### src/rtl/utfss_pkg.sv
// utfss_pkg: types, constants and byte classifiers of the utf-8 sentence splitter
// no dependencies; used by utfss_step, utf8_sentence_splitter and utfss_checker

package utfss_pkg;

    localparam int POSITION_WIDTH_DEFAULT = 32;
    localparam int TEXT_POSITION_WIDTH    = 32;
    localparam int CHAR_CODE_WIDTH        = 24;
    localparam int MARK_COUNT             = 16;

    localparam logic [7:0] DOLLAR_BYTE = 8'h24;

    typedef enum logic [1:0] {
        KIND_CHAR    = 2'd0,
        KIND_END     = 2'd1,
        KIND_DISCARD = 2'd2
    } kind_t;

    typedef struct packed {
        logic        formula_mode;
        logic [1:0]  byte_index;
        logic [15:0] partial_bytes;
        logic        sentence_open;
    } ctrl_t;

    typedef struct packed {
        logic                       advance;
        logic                       emit;
        kind_t                      kind;
        logic [CHAR_CODE_WIDTH-1:0] char_code;
    } step_t;

    // full-width punctuation, first utf-8 byte most significant
    localparam logic [CHAR_CODE_WIDTH-1:0] MARK_CODES [MARK_COUNT] = '{
        24'hE38081, 24'hEFBC8C, 24'hEFBC9F, 24'hEFBC88,
        24'hEFBC89, 24'hE38082, 24'hEFBC9B, 24'hEFBC9A,
        24'hE2809C, 24'hE2809D, 24'hE291A0, 24'hE291A1,
        24'hE291A2, 24'hE291A5, 24'hE28693, 24'hE2978F
    };

    function automatic logic is_alnum(input logic [7:0] b);
        return (b >= 8'h61 && b <= 8'h7A) || (b >= 8'h41 && b <= 8'h5A) ||
               (b >= 8'h30 && b <= 8'h39);
    endfunction

    function automatic logic is_break(input logic [7:0] b);
        logic hit;
        unique case (b)
            8'h2C, 8'h3A, 8'h3B, 8'h3D, 8'h2D, 8'h26, 8'h5E, 8'h3F,
            8'h2E, 8'h23, 8'h2B, 8'h25, 8'h7E, 8'h5F, 8'h20, 8'h2F,
            8'h5B, 8'h5D, 8'h3C, 8'h3E, 8'h28, 8'h29, 8'h7B, 8'h7D,
            8'h22, 8'h5C, 8'h27, 8'h0D, 8'h0A, 8'h09: hit = 1'b1;
            default: hit = 1'b0;
        endcase
        return hit;
    endfunction

    function automatic logic is_mark(input logic [CHAR_CODE_WIDTH-1:0] code);
        logic hit;
        hit = 1'b0;
        for (int k = 0; k < MARK_COUNT; k++) begin
            hit = hit | (MARK_CODES[k] == code);
        end
        return hit;
    endfunction

endpackage

### src/rtl/utfss_step.sv
// utfss_step: next control state and result of one text byte, combinational
// depends on utfss_pkg

module utfss_step (
    input  logic [7:0]      text_byte,
    input  utfss_pkg::ctrl_t ctrl_cur,
    output utfss_pkg::ctrl_t ctrl_nxt,
    output utfss_pkg::step_t step
);

    logic [utfss_pkg::CHAR_CODE_WIDTH-1:0] code;

    assign code = {ctrl_cur.partial_bytes, text_byte};

    always_comb begin
        ctrl_nxt       = ctrl_cur;
        step.advance   = 1'b0;
        step.emit      = 1'b0;
        step.kind      = utfss_pkg::KIND_CHAR;
        step.char_code = '0;
        priority if (text_byte == utfss_pkg::DOLLAR_BYTE) begin
            step.advance          = 1'b1;
            ctrl_nxt.formula_mode = ~ctrl_cur.formula_mode;
        end else if (ctrl_cur.formula_mode || utfss_pkg::is_alnum(text_byte)) begin
            step.advance = 1'b1;
        end else if (utfss_pkg::is_break(text_byte)) begin
            step.advance = 1'b1;
            if (ctrl_cur.sentence_open) begin
                ctrl_nxt.sentence_open = 1'b0;
                step.emit = 1'b1;
                step.kind = (ctrl_cur.byte_index == 2'd0) ? utfss_pkg::KIND_END
                                                          : utfss_pkg::KIND_DISCARD;
            end
        end else if (ctrl_cur.byte_index < 2'd2) begin
            // collect the first two bytes of a character
            if (ctrl_cur.byte_index == 2'd0) begin
                ctrl_nxt.partial_bytes[15:8] = text_byte;
            end else begin
                ctrl_nxt.partial_bytes[7:0] = text_byte;
            end
            ctrl_nxt.byte_index = ctrl_cur.byte_index + 2'd1;
        end else begin
            ctrl_nxt.byte_index = 2'd0;
            step.advance        = 1'b1;
            if (utfss_pkg::is_mark(code)) begin
                if (ctrl_cur.sentence_open) begin
                    ctrl_nxt.sentence_open = 1'b0;
                    step.emit = 1'b1;
                    step.kind = utfss_pkg::KIND_END;
                end
            end else begin
                ctrl_nxt.sentence_open = 1'b1;
                step.emit      = 1'b1;
                step.kind      = utfss_pkg::KIND_CHAR;
                step.char_code = code;
            end
        end
    end

endmodule

### src/rtl/utf8_sentence_splitter.sv
// utf8_sentence_splitter: top level, byte stream in, sentence items out
// depends on utfss_pkg and utfss_step
//
// usage:
//   s_ channel: one text byte per item in s_tdata[7:0]
//   m_ channel: zero or one result item per input byte; m_tuser carries the
//   kind (character, sentence end, open sentence discarded), m_tdata the
//   24-bit character code and the 32-bit position after that byte
//   output: a result is on m_ in the cycle after its byte is accepted
//   throughput: one byte per cycle while m_ does not stall, set by the single output register;
//   classification, the mark compare and the position add sit between the
//   input port and that register
//   stall: while a result waits with m_tready low, s_tready is low; a result
//   taken in the same cycle frees the register for the next byte at once
//   reset: aresetn low clears the formula flag, the character assembly, the
//   sentence flag, the position counter and the output valid
//   the position counter is POSITION_WIDTH bits and wraps; m_tdata shows its
//   low 32 bits, zero-extended when narrower

module utf8_sentence_splitter #(
    parameter int POSITION_WIDTH = utfss_pkg::POSITION_WIDTH_DEFAULT
) (
    input  logic        aclk,
    input  logic        aresetn,
    input  logic        s_tvalid,
    output logic        s_tready,
    input  logic [7:0]  s_tdata,   // text_byte
    output logic        m_tvalid,
    input  logic        m_tready,
    output logic [55:0] m_tdata,   // char_code[23:0], text_position[55:24]
    output logic [1:0]  m_tuser    // kind
);

    utfss_pkg::ctrl_t ctrl_reg, ctrl_next;
    utfss_pkg::step_t step;

    logic [POSITION_WIDTH-1:0] pos_reg, pos_next;
    logic [63:0]               pos_wide;
    logic                      m_valid_reg;
    logic [1:0]                kind_reg;
    logic [23:0]               code_reg;
    logic [31:0]               tpos_reg;
    logic                      accept;

    utfss_step u_step (
        .text_byte (s_tdata),
        .ctrl_cur  (ctrl_reg),
        .ctrl_nxt  (ctrl_next),
        .step      (step)
    );

    assign s_tready = !m_valid_reg || m_tready;
    assign accept   = s_tvalid && s_tready;
    assign pos_next = step.advance ? pos_reg + POSITION_WIDTH'(1) : pos_reg;
    assign pos_wide = 64'(pos_next);

    always_ff @(posedge aclk) begin
        if (!aresetn) begin
            ctrl_reg    <= '0;
            pos_reg     <= '0;
            m_valid_reg <= 1'b0;
        end else begin
            if (accept) begin
                ctrl_reg    <= ctrl_next;
                pos_reg     <= pos_next;
                m_valid_reg <= step.emit;
            end else if (m_tready) begin
                m_valid_reg <= 1'b0;
            end
        end
    end

    always_ff @(posedge aclk) begin
        if (accept && step.emit) begin
            kind_reg <= step.kind;
            code_reg <= step.char_code;
            tpos_reg <= pos_wide[31:0];
        end
    end

    assign m_tvalid = m_valid_reg;
    assign m_tdata  = {tpos_reg, code_reg};
    assign m_tuser  = kind_reg;

endmodule

### config.mk
export PLATFORM = sky130hd
export DESIGN_NAME = utf8_sentence_splitter
export DESIGN_NICKNAME = d
export VERILOG_FILES = /design/src/rtl/utfss_pkg.sv /design/src/rtl/utfss_step.sv /design/src/rtl/utf8_sentence_splitter.sv
export SDC_FILE = /design/constraint.sdc
export NUM_CORES = 1
export LEC_CHECK = 0
export BUFFER_PORTS_ARGS = -buffer_cell sky130_fd_sc_hd__buf_2
export CAP_MARGIN = 20
export CORE_ASPECT_RATIO = 1.5
export CORE_UTILIZATION = 49
export DETAILED_ROUTE_END_ITERATION = 16
export HOLD_SLACK_MARGIN = 0.15
export PLACE_DENSITY = 0.76
export SYNTH_ARGS = -nofsm -noshare
export SYNTH_HDL_FRONTEND = slang
export SYNTH_SLANG_ARGS = --single-unit
### constraint.sdc
create_clock -name aclk -period 5.77 [get_ports aclk]
set_input_delay 0.577 -clock aclk [delete_from_list [all_inputs] [get_ports aclk]]
set_output_delay 0.577 -clock aclk [all_outputs]
set_load 0.02 [all_outputs]
==> results.md <==
* CTS tree: done
* HPWL Detailed at 8047 microns
* Syn_nets at 542
* Row Count at between 40 and 50
* Final worst path period need at 3.892 ns
* Startpoint types: primary input
* Main combinational cell family by area after synthesis: simple AND/OR/NAND/NOR gates
* Leakage power at ~2.3 nW
* Max Freq at about 260 MHz
* Vias in the first global route at roughly 3900
* Drt initial violations at 339
* Run status: completed
* I/O pins at slightly above 70
* I/O Buffers at 71
* Post-synthesis sequential area ratio at 0.5230
* Die area at ~11000 sq um
* Wire per inst at roughly 16 microns
* Area fraction in compound gates after synthesis at 0.09596
* Post-CTS setup buffer count at 0
* Setup TNS Final at 0 ns
* Layout cell share with drive strength beyond 1 at 0.1755
* Post-synthesis adder-cell area fraction at 0.01634
* Commonest cells after routing, fill and taps aside: buf_2, edfxtp_1, nand2_1, dfxtp_1, nor2_1
* Async set-or-reset flop fraction in the synthesized netlist at 0
* Total track usage at 0.2083
* NumNets Final at 601
* WS Path Type: in2reg
* H-tree Lvls at 3
* Hold buffers post-CTS at 0
* Tcrit/Tclk final at 0.6745
* Largest net degree at the start of global routing at 54
* Worst-path clk slew at 0.06 ns
* Number of buffers created by CTS at 9
* Setup violations, final at 0
* #FFs+latches synth at 111
* Pwr per Cell Area at 257.0 nW/um^2
* Placed cell count at just over 700
* Worst slew pin tran at between 1 and 1.5 ns
* Hold Slack at 0.4718 ns
* Initial antenna violation count at 0
* Grt ovf at 0
* Post-synth EDFFs at between 50 and 60
* Cts repair resizes at 0
* Skew final at about 0.0086 ns
* Hold Vio Cnt, Final at 0
* Drt drc at 0
* Routability cong. at ~0.89
* Highest routed layer: met4
* WP data required at between 5 and 6 ns
* Post-route cell area at 6107 sq um
* Simple-gate share of the synthesized area at 0.2363
* Wl on met1 at ~4400 microns
* Synth warnings at 0
* Global-route wire length before repair at roughly 18000 microns
* Critical Path AT at around 3.9 ns
* Commonest non-fill, non-tap cell in the layout: buf_2
* Hold Path Class: reg2reg
* Worst setup EP type: flip-flop
* Clock tree buffer depth at 2
* Unrepaired setup endpoints after global routing: no
* Final Slew Violations at 0
* Area post-placement at between 5000 and 6000 sq um
* Clock Sinks at between 100 and 150
* Later-pin clock latency in the skew report at around 0.35 ns
* DRT Wirelength at about 11000 microns
* Crit path max fanout at 22
* Synthesized netlist cell count at about 520
* Mapped Area at 5359 sq um
* Max-Cap Viols at 0
* Syn avg cell area at 10.25 sq um
* N_diodes at 0
* Area delta synth->final at 13.96%
* DR WL met2 at about 6000 microns
* Pre-antenna DRT Iters at 4
* Met3 routed wirelength at between 500 and 600 microns
* Starting Density at 0.5060
* Fill cell count at 970
* Worst slew margin at 0.3320
* DR vias at 4111
* Root Driver: clkbuf_16
* Via-to-Cell Ratio at around 5.6
* Core area at 10590 sq um
* Max VDD drop at between 0.15 and 0.2 mV
* Ys flop type: edfxtp_1
* Post-DRT Antenna Nets at 0
* Synth cell types at 58
* Layout Cells excl Fill at approximately 730
* Total Power at 1.570 mW
* Die Width at ~87 microns
* XOR/XNOR Fraction of Synth Area at 0.05393
* Die Height at approximately 130 microns
* Multiplexer share of the synthesized area at 0.03922
power by group:
group | switching, mW | internal, mW | total [mW]
clock | 0.264 | 0.338 | 0.603
combinational | 0.0815 | 0.0369 | 0.118
sequential | 0.0102 | 0.838 | 0.849
total | 0.356 | 1.21 | 1.57
Yosys cell counts, types with 9 or more instances:
master,n,area (sq um)
nand2_1,54,202.7
a21oi_1,30,150.1
o31ai_1,12,90.09
xor2_1,26,227.7
and2_1,27,168.9
nor4_1,12,75.07
inv_1,12,45.04
nor2_1,31,116.4
edfxtp_1,58,1742
mux2i_1,21,210.2
or3_1,16,100.1
nand3_1,14,70.07
o21ai_0,19,95.09
clkbuf_1,15,56.30
or4_1,12,90.09
dfxtp_1,53,1061
nand4_1,9,56.30
nor3_1,16,80.08
cell type report:
cell class,count,area [sq um],area share
Sequential cell,111,2803,0.4589
Multi-Input combinational cell,372,2390,0.3913
Timing Repair Buffer,76,405.4,0.06638
Clock buffer,13,240.2,0.03934
Tap cell,144,180.2,0.02950
Inverter,12,45.04,0.007376
Clock inverter,3,43.79,0.007171
stage by stage:
| stage | util | setup slack (ns) |
|---|---|---|
| floorplan | - | 0.6297 |
| global placement | 0.5480 | 1.419 |
| detailed placement | 0.5480 | 1.270 |
| CTS | 0.5748 | 1.595 |
| global route | 0.5767 | 1.621 |
| finish | 0.5767 | 1.878 |
routing by layer:
layer / vias to the layer above / GRT usage
li1: 2023 / -
met5: - / 0
met3: 26 / 0.04301
met2: 103 / 0.3736
met1: 1959 / 0.2283
met4: 0 / 0.1099
path summary, 6_finish.rpt:
kind / endpoint / slack (ns) / start / cells after the start
setup / recovery: m_tuser[0] / 1.88 / s_tdata[1] / 10
hold / removal: ctrl_reg[13] / 0.47 / ctrl_reg[13] / 2
setup reg to reg: m_tuser[0] / 2.84 / m_tvalid / 6
hold reg to reg: ctrl_reg[13] / 0.47 / ctrl_reg[13] / 2
critical path: stages:
cell and delay, ns:
buf_2 0.18, inv_1 0.10, ha_1 0.26, or3b_2 0.49, a31oi_1 0.21, o22ai_1 0.21, nor4_1 0.66, nor4b_1 0.51
o21bai_4 0.34, buf_4 0.36
cell families after synthesis:
family | count (synthesis)
xor gates and xnor gates | 33
muxes | 21
and+or+nand+nor | 230
adders and majority gates | 7
buffers and inverters | 40
DFF | 111
AOI/OAI and AO/OA | 81
(Power assumes the default switching activity.)
